--- config.mk ---
export PLATFORM = sky130hd
export DESIGN_NAME = deque_with_value_delete_top
export DESIGN_NICKNAME = d
export VERILOG_FILES = /design/src/design/dqvd_pkg.sv /design/src/design/deque_with_value_delete_top.sv
export SDC_FILE = /design/constraint.sdc
export NUM_CORES = 1
export LEC_CHECK = 0
export BUFFER_PORTS_ARGS = -buffer_cell sky130_fd_sc_hd__buf_2
export CAP_MARGIN = 30
export CORE_MARGIN = 1
export CORE_UTILIZATION = 56
export DETAILED_ROUTE_END_ITERATION = 10
export GPL_TIMING_DRIVEN = 0
export PLACE_DENSITY = 0.7
export SLEW_MARGIN = 20
export SYNTH_ARGS = -nofsm -noshare
export SYNTH_HDL_FRONTEND = slang
export SYNTH_SLANG_ARGS = --single-unit
export TNS_END_PERCENT = 20
--- constraint.sdc ---
create_clock -name clk -period 7 [get_ports clk]
set_input_delay 0.35 -clock clk [delete_from_list [all_inputs] [get_ports clk]]
set_output_delay 0.35 -clock clk [all_outputs]
set_load 0.1 [all_outputs]
--- src/design/dqvd_pkg.sv ---
package dqvd_pkg;

    localparam int DEPTH       = 16;
    localparam int VALUE_WIDTH = 32;
    localparam int PTR_W       = $clog2(DEPTH);
    localparam int CNT_W       = $clog2(DEPTH + 1);
    localparam int REQ_W       = 3;
    localparam int STATUS_W    = 2;

    // Request codes
    localparam logic [REQ_W-1:0] REQ_PUSH_FRONT = 3'd0;
    localparam logic [REQ_W-1:0] REQ_PUSH_BACK  = 3'd1;
    localparam logic [REQ_W-1:0] REQ_POP_FRONT  = 3'd2;
    localparam logic [REQ_W-1:0] REQ_POP_BACK   = 3'd3;
    localparam logic [REQ_W-1:0] REQ_DELETE     = 3'd4;

    // Status codes
    localparam logic [STATUS_W-1:0] ST_DONE      = 2'd0;
    localparam logic [STATUS_W-1:0] ST_EMPTY     = 2'd1;
    localparam logic [STATUS_W-1:0] ST_FULL      = 2'd2;
    localparam logic [STATUS_W-1:0] ST_NOT_FOUND = 2'd3;

    typedef struct packed {
        logic [REQ_W-1:0]              req_type;
        logic signed [VALUE_WIDTH-1:0] item_value;
    } req_t;

    typedef struct packed {
        logic signed [VALUE_WIDTH-1:0] out_value;
        logic [STATUS_W-1:0]           status;
        logic [CNT_W-1:0]              entry_count;
    } rsp_t;

    // Circular slot of the entry at a given offset from the front.
    function automatic logic [PTR_W-1:0] slot_of(input logic [PTR_W-1:0] front,
                                                 input logic [PTR_W-1:0] offset);
        logic [PTR_W:0] sum;
        sum = {1'b0, front} + {1'b0, offset};
        if (sum >= (PTR_W+1)'(DEPTH))
            sum = sum - (PTR_W+1)'(DEPTH);
        return sum[PTR_W-1:0];
    endfunction

    // Slot just ahead of the front, with wrap.
    function automatic logic [PTR_W-1:0] slot_dec(input logic [PTR_W-1:0] front);
        logic [PTR_W-1:0] res;
        if (front == '0)
            res = PTR_W'(DEPTH - 1);
        else
            res = front - 1'b1;
        return res;
    endfunction

endpackage

--- src/design/deque_with_value_delete_top.sv ---
// Bounded double-ended queue of signed values with delete-by-value.
// Request channel (req_valid/req_ready, payload req): push front, push back,
// pop front, pop back, or delete the first entry from the front that equals
// req.item_value. Every request yields exactly one item on the response
// channel (rsp_valid/rsp_ready, payload rsp): popped value, status and the
// entry count after the request.
// Entries live in one DEPTH-entry synchronous RAM (one write port, one read
// port, registered read data); a small sequencer reads, compares and writes
// back through it. One request is in flight at a time.
// Sequence per request: a push or a rejected request goes straight to FINISH;
// a pop reads the RAM and takes the registered read data in POP_WAIT; a delete
// scans one entry per cycle in SCAN, then closes the gap one entry per cycle
// in SHIFT through the same RAM ports. The next request is taken once the
// sequencer is back in IDLE.
// req_ready is high whenever the sequencer is idle, also while a finished
// response still waits in the output register; if the next response is done
// before that one is taken, it is held until the output register frees up.
// Reset (rst_n low, asynchronous) empties the queue and drops any pending
// response; RAM contents are not cleared and are only read once written.
module deque_with_value_delete_top (
    input  logic            clk,
    input  logic            rst_n,
    input  logic            req_valid,
    output logic            req_ready,
    input  dqvd_pkg::req_t  req,
    output logic            rsp_valid,
    input  logic            rsp_ready,
    output dqvd_pkg::rsp_t  rsp
);

    localparam int XW = dqvd_pkg::PTR_W + 2;

    typedef enum logic [2:0] {
        IDLE,
        POP_WAIT,
        SCAN,
        SHIFT,
        FINISH
    } state_t;

    state_t                                state_reg, state_next;
    logic [dqvd_pkg::PTR_W-1:0]            front_reg, front_next;
    logic [dqvd_pkg::CNT_W-1:0]            count_reg, count_next;
    logic [dqvd_pkg::VALUE_WIDTH-1:0]      value_reg, value_next;
    logic [dqvd_pkg::PTR_W-1:0]            idx_reg, idx_next;
    dqvd_pkg::rsp_t                        res_reg, res_next;
    dqvd_pkg::rsp_t                        rsp_reg, rsp_next;
    logic                                  rsp_valid_reg, rsp_valid_next;

    // Entry RAM
    logic [dqvd_pkg::VALUE_WIDTH-1:0]      mem [dqvd_pkg::DEPTH];
    logic [dqvd_pkg::VALUE_WIDTH-1:0]      mem_rdata_reg;
    logic                                  mem_we;
    logic [dqvd_pkg::PTR_W-1:0]            mem_waddr;
    logic [dqvd_pkg::VALUE_WIDTH-1:0]      mem_wdata;
    logic [dqvd_pkg::PTR_W-1:0]            mem_raddr;

    logic                                  is_full;
    logic                                  is_empty;
    logic [dqvd_pkg::CNT_W-1:0]            count_inc;
    logic [dqvd_pkg::CNT_W-1:0]            count_dec;
    logic [dqvd_pkg::PTR_W-1:0]            idx_inc;
    logic [XW-1:0]                         idx_x1;
    logic [XW-1:0]                         idx_x2;
    logic [XW-1:0]                         count_x;

    assign is_full   = (count_reg == dqvd_pkg::CNT_W'(dqvd_pkg::DEPTH));
    assign is_empty  = (count_reg == '0);
    assign count_inc = count_reg + 1'b1;
    assign count_dec = count_reg - 1'b1;
    assign idx_inc   = idx_reg + 1'b1;
    assign idx_x1    = XW'(idx_reg) + XW'(1);
    assign idx_x2    = XW'(idx_reg) + XW'(2);
    assign count_x   = XW'(count_reg);

    assign req_ready = (state_reg == IDLE);
    assign rsp_valid = rsp_valid_reg;
    assign rsp       = rsp_reg;

    always_comb
    begin
        state_next     = state_reg;
        front_next     = front_reg;
        count_next     = count_reg;
        value_next     = value_reg;
        idx_next       = idx_reg;
        res_next       = res_reg;
        rsp_next       = rsp_reg;
        rsp_valid_next = rsp_valid_reg && !rsp_ready;
        mem_we         = 1'b0;
        mem_waddr      = front_reg;
        mem_wdata      = req.item_value;
        mem_raddr      = front_reg;

        case (state_reg)
            IDLE:
            begin
                if (req_valid)
                begin
                    value_next           = req.item_value;
                    idx_next             = '0;
                    res_next.out_value   = '0;
                    res_next.status      = dqvd_pkg::ST_DONE;
                    res_next.entry_count = count_reg;
                    state_next           = FINISH;
                    case (req.req_type)
                        dqvd_pkg::REQ_PUSH_FRONT:
                        begin
                            if (is_full)
                                res_next.status = dqvd_pkg::ST_FULL;
                            else
                            begin
                                mem_we               = 1'b1;
                                mem_waddr            = dqvd_pkg::slot_dec(front_reg);
                                front_next           = dqvd_pkg::slot_dec(front_reg);
                                count_next           = count_inc;
                                res_next.entry_count = count_inc;
                            end
                        end
                        dqvd_pkg::REQ_PUSH_BACK:
                        begin
                            if (is_full)
                                res_next.status = dqvd_pkg::ST_FULL;
                            else
                            begin
                                mem_we    = 1'b1;
                                mem_waddr = dqvd_pkg::slot_of(front_reg,
                                                count_reg[dqvd_pkg::PTR_W-1:0]);
                                count_next           = count_inc;
                                res_next.entry_count = count_inc;
                            end
                        end
                        dqvd_pkg::REQ_POP_FRONT:
                        begin
                            if (is_empty)
                                res_next.status = dqvd_pkg::ST_EMPTY;
                            else
                            begin
                                mem_raddr            = front_reg;
                                front_next           = dqvd_pkg::slot_of(front_reg,
                                                           dqvd_pkg::PTR_W'(1));
                                count_next           = count_dec;
                                res_next.entry_count = count_dec;
                                state_next           = POP_WAIT;
                            end
                        end
                        dqvd_pkg::REQ_POP_BACK:
                        begin
                            if (is_empty)
                                res_next.status = dqvd_pkg::ST_EMPTY;
                            else
                            begin
                                mem_raddr = dqvd_pkg::slot_of(front_reg,
                                                count_dec[dqvd_pkg::PTR_W-1:0]);
                                count_next           = count_dec;
                                res_next.entry_count = count_dec;
                                state_next           = POP_WAIT;
                            end
                        end
                        dqvd_pkg::REQ_DELETE:
                        begin
                            if (is_empty)
                                res_next.status = dqvd_pkg::ST_EMPTY;
                            else
                            begin
                                mem_raddr  = front_reg;
                                state_next = SCAN;
                            end
                        end
                        default:
                        begin
                            // unused codes: done, nothing changes
                        end
                    endcase
                end
            end

            POP_WAIT:
            begin
                res_next.out_value = mem_rdata_reg;
                state_next         = FINISH;
            end

            SCAN:
            begin
                // read data holds entry idx; fetch idx+1 meanwhile
                mem_raddr = dqvd_pkg::slot_of(front_reg, idx_inc);
                if (mem_rdata_reg == value_reg)
                begin
                    if (idx_x1 >= count_x)
                    begin
                        // match on the back entry: no gap to close
                        count_next           = count_dec;
                        res_next.entry_count = count_dec;
                        state_next           = FINISH;
                    end
                    else
                        state_next = SHIFT;
                end
                else if (idx_x1 >= count_x)
                begin
                    res_next.status = dqvd_pkg::ST_NOT_FOUND;
                    state_next      = FINISH;
                end
                else
                    idx_next = idx_inc;
            end

            SHIFT:
            begin
                // read data holds entry idx+1; move it down to idx
                mem_we    = 1'b1;
                mem_waddr = dqvd_pkg::slot_of(front_reg, idx_reg);
                mem_wdata = mem_rdata_reg;
                mem_raddr = dqvd_pkg::slot_of(front_reg, idx_reg + dqvd_pkg::PTR_W'(2));
                if (idx_x2 < count_x)
                    idx_next = idx_inc;
                else
                begin
                    count_next           = count_dec;
                    res_next.entry_count = count_dec;
                    state_next           = FINISH;
                end
            end

            FINISH:
            begin
                if (!rsp_valid_reg || rsp_ready)
                begin
                    rsp_next       = res_reg;
                    rsp_valid_next = 1'b1;
                    state_next     = IDLE;
                end
            end

            default:
            begin
                state_next = IDLE;
            end
        endcase
    end

    always_ff @(posedge clk or negedge rst_n)
    begin
        if (!rst_n)
        begin
            state_reg     <= IDLE;
            front_reg     <= '0;
            count_reg     <= '0;
            value_reg     <= '0;
            idx_reg       <= '0;
            res_reg       <= '0;
            rsp_reg       <= '0;
            rsp_valid_reg <= 1'b0;
        end
        else
        begin
            state_reg     <= state_next;
            front_reg     <= front_next;
            count_reg     <= count_next;
            value_reg     <= value_next;
            idx_reg       <= idx_next;
            res_reg       <= res_next;
            rsp_reg       <= rsp_next;
            rsp_valid_reg <= rsp_valid_next;
        end
    end

    always_ff @(posedge clk)
    begin
        if (mem_we)
            mem[mem_waddr] <= mem_wdata;
        mem_rdata_reg <= mem[mem_raddr];
    end

    // Occupancy never exceeds capacity.
    a_count_bound: assert property (@(posedge clk) disable iff (!rst_n)
        count_reg <= dqvd_pkg::CNT_W'(dqvd_pkg::DEPTH))
        else $error("entry count above capacity");

    // A full status is only reported with a full queue.
    a_full_status: assert property (@(posedge clk) disable iff (!rst_n)
        rsp_valid_reg && rsp_reg.status == dqvd_pkg::ST_FULL
        |-> rsp_reg.entry_count == dqvd_pkg::CNT_W'(dqvd_pkg::DEPTH))
        else $error("full status with free space");

    // An empty status is only reported with an empty queue.
    a_empty_status: assert property (@(posedge clk) disable iff (!rst_n)
        rsp_valid_reg && rsp_reg.status == dqvd_pkg::ST_EMPTY
        |-> rsp_reg.entry_count == '0)
        else $error("empty status with entries held");

    // Failed requests never return a value.
    a_fail_zero: assert property (@(posedge clk) disable iff (!rst_n)
        rsp_valid_reg && rsp_reg.status != dqvd_pkg::ST_DONE
        |-> rsp_reg.out_value == '0)
        else $error("value returned on failed request");

    // One request at a time: acceptance closes the request channel.
    a_one_in_flight: assert property (@(posedge clk) disable iff (!rst_n)
        req_valid && req_ready |=> !req_ready)
        else $error("second request accepted while busy");

    // The count never changes while the sequencer is in FINISH.
    a_count_step: assert property (@(posedge clk) disable iff (!rst_n)
        count_reg != $past(count_reg) |-> $past(state_reg) != FINISH)
        else $error("count changed while finishing");

endmodule
== After elaboration in Yosys (flattened, before gate mapping) ==
Memory sizes are Yosys's and may differ from the RTL's. A register that Yosys moved wholly into a read port is not among the register bits.
Cells that the tools add are included.
Widths: inputs -> output; s select.

* $add $sub $neg: 19
* Magnitude comparators: 8
* Eq/ne operators: 20
* Multiplexer cells: 59
* Reduce and logical (&&, ||, !) cells: 23

{| class="wikitable"
|+ Operators with widths
! operator !! count
|-
| $mux 4 || 18
|-
| $pmux 32 s2 || 1
|-
| $mux 39 || 1
|-
| $eq 32x32->1 || 1
|-
| $mux 32 || 1
|-
| $ge 5x5->1 const B || 6
|-
| $mux 5 || 6
|-
| $pmux 5 s3 || 2
|-
| $sub 4x1->4 const B || 7
|-
| $add 4x4->5 || 5
|-
| $mux 3 || 8
|-
| $pmux 4 s2 || 3
|-
| $pmux 4 s3 || 2
|-
| $ne 2x2->1 const B || 9
|-
| $pmux 3 s5 || 1
|-
| $eq 3x2->1 const B || 4
|-
| $reduce_and 4->1 || 3
|-
| $add 4x1->5 const B || 2
|-
| $pmux 5 s2 || 1
|-
| $reduce_and 5->1 || 2
|-
| $mux 1 || 8
|-
| $pmux 2 s2 || 2
|-
| $eq 3x1->1 const B || 2
|-
| $eq 3x3->1 const B || 2
|-
| other kinds (23) || 32
|}

* Register bits: 127
* Memory bits (writable): 512
* Input bits: 39
* Output and inout port bits: 41
* Word-level logic and storage cells: 142
* Memories: 1

{| class="wikitable"
|+ Memory list
! name !! depth !! bits a word !! read ports !! clocked after memory_dff !! wr ports !! line !! text
|-
| mem || 16 || 32 || 1 || 1 || 1 || deque_with_value_delete_top.sv:51 || <nowiki>logic [dqvd_pkg::VALUE_WIDTH-1:0] mem [dqvd_pkg::DEPTH];</nowiki>
|}

== Logic depth before layout (Yosys ltp) ==
* Depth after elaboration: 8
* Mapped depth: 14
* Mapped depth without buffers: 11

== Worst setup path before layout ==
No wires, ideal clock.

* Kind: register to register
* Start point: register front_reg[1] (netlist bit)
* End point: memory mem[11][0] (netlist bit), enable pin
* Library setup time: 0.470 ns
* Data arrival time: 4.610 ns
* Data required time: 6.530 ns
* Slack: 1.920 ns
* Stages on the path, launching flop included: 11
* Path buffers: 1
* Period minus slack after synthesis: 5.080 ns
* Cell sequence: dfrtp_1 > clkbuf_1 > inv_1 > ha_1 > or3b_2 > nand2_1 > o211ai_1 > o21ai_0 > a222oi_1 > nand2b_1 > a211oi_1

* Longest elaborated chain between the ends: 7
* Elaborated cells on any way between the ends: 16
* Classes of those cells: 5 x add/sub; 2 x order compare; 8 x mux; 1 x reduce/logical

{| class="wikitable"
|+ RTL lines
! what !! line !! text
|-
| from (decl) || deque_with_value_delete_top.sv:42 || <nowiki>logic [dqvd_pkg::PTR_W-1:0] front_reg, front_next;</nowiki>
|-
| from (signal assigned) || deque_with_value_delete_top.sv:259 || <nowiki>front_reg <= front_next;</nowiki>
|-
| $add 4x4->5 || dqvd_pkg.sv:38 || <nowiki>sum = {1'b0, front} + {1'b0, offset};</nowiki>
|-
| $sub 4x1->4 / $ge 5x5->1 (equally long branches) || dqvd_pkg.sv:40, dqvd_pkg.sv:39 ||
|-
| $mux 4 || dqvd_pkg.sv:39 || <nowiki>if (sum >= (PTR_W+1)'(DEPTH))</nowiki>
|-
| $mux 4 || deque_with_value_delete_top.sv:122 || <nowiki>if (is_full)</nowiki>
|-
| $pmux 4 s2 || deque_with_value_delete_top.sv:106 || <nowiki>case (req.req_type)</nowiki>
|-
| $mux 4 || deque_with_value_delete_top.sv:98 || <nowiki>if (req_valid)</nowiki>
|-
| $pmux 4 s2 (*) || deque_with_value_delete_top.sv:95 || <nowiki>case (state_reg)</nowiki>
|-
| to (decl) || deque_with_value_delete_top.sv:51 ||
|}

Mark *: on every way between the ends. The rest lies on a longest branch, timed or not.

== Worst setup path in the final report ==
* Start point: register state_reg[0]
* End point: register mem_rdata_reg[19] (netlist bit) (read register of mem)

* Longest elaborated chain between the ends: 2
* Elaborated cells on any way between the ends: 4
* Classes of those cells: 2 x eq/ne; 1 x mux; 1 x reduce/logical

{| class="wikitable"
|+ RTL lines
! what !! line !! text
|-
| from (decl) || deque_with_value_delete_top.sv:41 || <nowiki>state_t state_reg, state_next;</nowiki>
|-
| from (signal assigned) || deque_with_value_delete_top.sv:258 || <nowiki>state_reg <= state_next;</nowiki>
|-
| $eq 3x2->1 / $logic_not 3->1 (equally long branches) || deque_with_value_delete_top.sv:95 ||
|-
| $pmux 4 s3 (*) || deque_with_value_delete_top.sv:95 ||
|-
| to (decl) || deque_with_value_delete_top.sv:52 || <nowiki>logic [dqvd_pkg::VALUE_WIDTH-1:0] mem_rdata_reg;</nowiki>
|}

Marks and branches as above.
A chain may end at the register's enable or synchronous reset.

==> impl_metrics.sql <==
INSERT INTO impl_metrics (metric_group, metric, value, unit) VALUES
('placement', 'hpwlAfterDp', '59.0', 'mm'),
('floorplanning', 'floorplan.die.height', '228', 'um'),
('power_and_ir_drop', 'switchingPower', '7.10', 'mW'),
('worst_setup_path', 'slowest_stage', 'clkbuf_1', ''),
('power_and_ir_drop', 'power_density', '487', 'mW/mm2'),
('power_and_ir_drop', 'internal_power_contribution', '8.91', 'mW'),
('power_and_ir_drop', 'power.leakage', '11.7', 'nW'),
('worst_setup_path', 'cpMostUsedCell', 'clkbuf_1', ''),
('routing', 'drt_wl_total', '84.3', 'mm'),
('floorplanning', 'die_wd', '228', 'um'),
('floorplanning', 'std_cell_rows', '82', ''),
('power_and_ir_drop', 'switching_power_share_of_the_total', '0.444', ''),
('clock_tree', 'cts_tree', 'done', ''),
('worst_setup_path', 'critical_path.startpoint', 'state_reg[0]$_DFFE_PN0P_', ''),
('worst_setup_path', 'worst-r2r-cell-count', '14', ''),
('floorplanning', 'coreArea', '0.0503', 'mm2'),
('synth', 'synth_sequential_area_ratio', '0.667', ''),
('finish', 'final_design_area_no_fill', '0.0328', 'mm2'),
('routing', 'post_drt_via_cell_ratio', '6.54', ''),
('synth', 'syn-cell-area', '0.0286', 'mm2'),
('worst_setup_path', 'worst-r2r-setup-slack', '1.83', 'ns'),
('clock_tree', 'cts_max_level', '3', ''),
('clock_tree', 'clk_transition_reported_paths', '0.06', 'ns'),
('synth', 'syn-instance-count', '2259', ''),
('status', 'run_status', 'finished, final reports clean', ''),
('finish', 'max_ffs_per_register', '512', ''),
('synth', 'synth_enable_flop_cells', '512', ''),
('clock_tree', 'clkSinkCount', '666', ''),
('min_path', 'hold_path.startpoint', 'rsp_ready', ''),
('worst_setup_path', 'critical_path.reg2reg.startpoint', 'state_reg[0]$_DFFE_PN0P_', ''),
('routing', 'remaining_drc_errors', '0', ''),
('worst_setup_path', 'crit-reg2reg-capture', 'mem_rdata_reg[19]$_DFF_P_', ''),
('synth', 'yosys.cell_count.top_type', 'edfxtp_1', ''),
('sta', 'fin_ws', '1.83', 'ns'),
('finish', 'fillers', '3753', ''),
('placement', 'finalWeightedCongestion', '0.922', ''),
('worst_setup_path', 'timing.critical_path.fanout_max', '10', ''),
('global_route', 'groute.usage.overall', '0.325', ''),
('floorplanning', 'design.die.area', '0.0520', 'mm2'),
('clock_tree', 'ctsRootBufferMaster', 'clkbuf_16', ''),
('clock_tree', 'post_cts.repair.setup_buffers', '0', ''),
('sta', 'fmax', '194', 'MHz'),
('sta', 'slew_headroom', '0.350', ''),
('placement', 'pre_cts_setup_slack', '2.18', 'ns'),
('sta', 'final.setup_skew', '0.0149', 'ns'),
('finish', 'final_layout_size_suffix_gt1_frac', '0.117', ''),
('clock_tree', 'cts_made_buffers', '69', ''),
('synth', 'postSynth.asyncResetShare', '0.183', ''),
('sta', 'final-hold-violation-count', '0', ''),
('clock_tree', 'post_cts_resize_count', '0', ''),
('synth', 'synth.cells.most_frequent', 'edfxtp_1 (512), o21ai_0 (318), nand2_1 (296)', ''),
('sta', 'report.final.slew_viol_count', '0', ''),
('finish', 'fin_cells', '3186', ''),
('global_route', 'grt_antenna_before_repair', '1', ''),
('sta', 'period_utilisation_layout', '0.738', ''),
('finish', 'num_antenna_cells', '0', ''),
('worst_setup_path', 'crit_path_cell_trace', 'clkbuf_1 > nand3b_1 > clkbuf_1 > xnor2_1 > ha_1 > nand2_1 > and2_1 > clkbuf_1 > clkbuf_1 > clkbuf_1 > nand3_1 > a32oi_1 > mux2i_1 > mux2i_1', ''),
('sta', 'worstMarginPinSlew', '0.976', 'ns'),
('worst_setup_path', 'worst_setup_path_start_kind', 'flip-flop', ''),
('finish', 'flow.area_growth_from_synthesis', '14.8', '%'),
('job', 'drv.max_cap_violation_count', '0', ''),
('min_path', 'worst_hold_path_class', 'input pin to flip-flop', ''),
('finish', 'fin_nets', '2534', ''),
('synth', 'syn-num-nets', '2331', ''),
('sta', 'unrepaired_setup_endpoints_after_global_routing', 'no', ''),
('worst_setup_path', 'worst-endpoint-required', '7.48', 'ns'),
('clock_tree', 'holdBufCountCts', '33', ''),
('finish', 'multi_input_area', '0.00872', 'mm2'),
('synth', 'synthFlopType', 'edfxtp_1', ''),
('routing', 'drt_iter0_drc', '2978', ''),
('worst_setup_path', 'critical-path-max-stage-delay', '0.67', 'ns');
stage by stage:
stage	util	power, mW	setup TNS, ns
after floorplan	-	9.66	0
after global placement	0.593	12.1	-28.38
after detailed placement	0.605	12.3	0
after CTS	0.653	15.8	0
after global routing	0.653	16.6	0
final	0.653	16.0	0
power by group through the flow:
stage	logic (mW)	clock network [mW]	registers, mW
after floorplan	4.33	0	5.34
after global placement	7.00	0	5.09
after detailed placement	7.23	0	5.10
after CTS	7.27	3.51	5.02
after global routing	7.87	3.66	5.07
final	7.49	3.49	5.03
critical path: cells and delay by family (launching register included):
kind / cells / cell delay [ns]
xor+xnor: 1 / 0.30
mux: 2 / 0.51
buf+inv: 5 / 2.32
compound gates: 1 / 0.43
simple gates: 4 / 0.80
flops: 1 / 0.36
fa+ha+maj: 1 / 0.28
how the worst max path moves through the flow:
stage                           endpoint  slack [ns]  cells after the start
4_1_cts        mem_rdata_reg[19]$_DFF_P_        2.13                     14
3_5_place_dp   mem_rdata_reg[19]$_DFF_P_        2.18                     14
6_report       mem_rdata_reg[19]$_DFF_P_        1.83                     14
3_3_place_gp       mem[11][18]$_DFFE_PP_       -0.89                      9
2_1_floorplan       mem[11][0]$_DFFE_PP_        1.92                     10
5_1_grt        mem_rdata_reg[19]$_DFF_P_        1.75                     14
layout make-up:
type                    count  share of cell area
inverters                  17             0.00194
clock inverters            30             0.00655
multi-input cells        1382               0.265
repair buffers            132              0.0364
flip-flops and latches    666               0.581
clock buffers              93              0.0572
well taps                 672              0.0256
plain buffers             194              0.0262
kinds of logic after synthesis:
| group | synth area share |
|---|---|
| fa+ha+maj | 0.0155 |
| mux | 0.0501 |
| xor+xnor | 0.0165 |
| compound gates | 0.137 |
| flops | 0.667 |
| simple gates | 0.0821 |
| buf+inv | 0.0323 |
placed cells by master (no fill, tap or decap), drive strengths merged, types with 33 or more instances in the layout:
cell type	instances
buf	159
mux2	37
xnor2	51
nor2	33
dfrtp	122
nand2	297
o21ai	318
nand3	138
edfxtp	512
a31oi	128
dlygate4sd3	33
clkbuf	226
mux2i	101
a32oi	129
routing by layer:
metal	vias up	track usage	part of all wire
met1	10400	0.447	0.40
met3	182	0.0658	0.11
met4	0	0.127	0.034
li1	9022	-	-
met5	-	0	0
met2	1268	0.511	0.46
(Power assumes the default switching activity.)
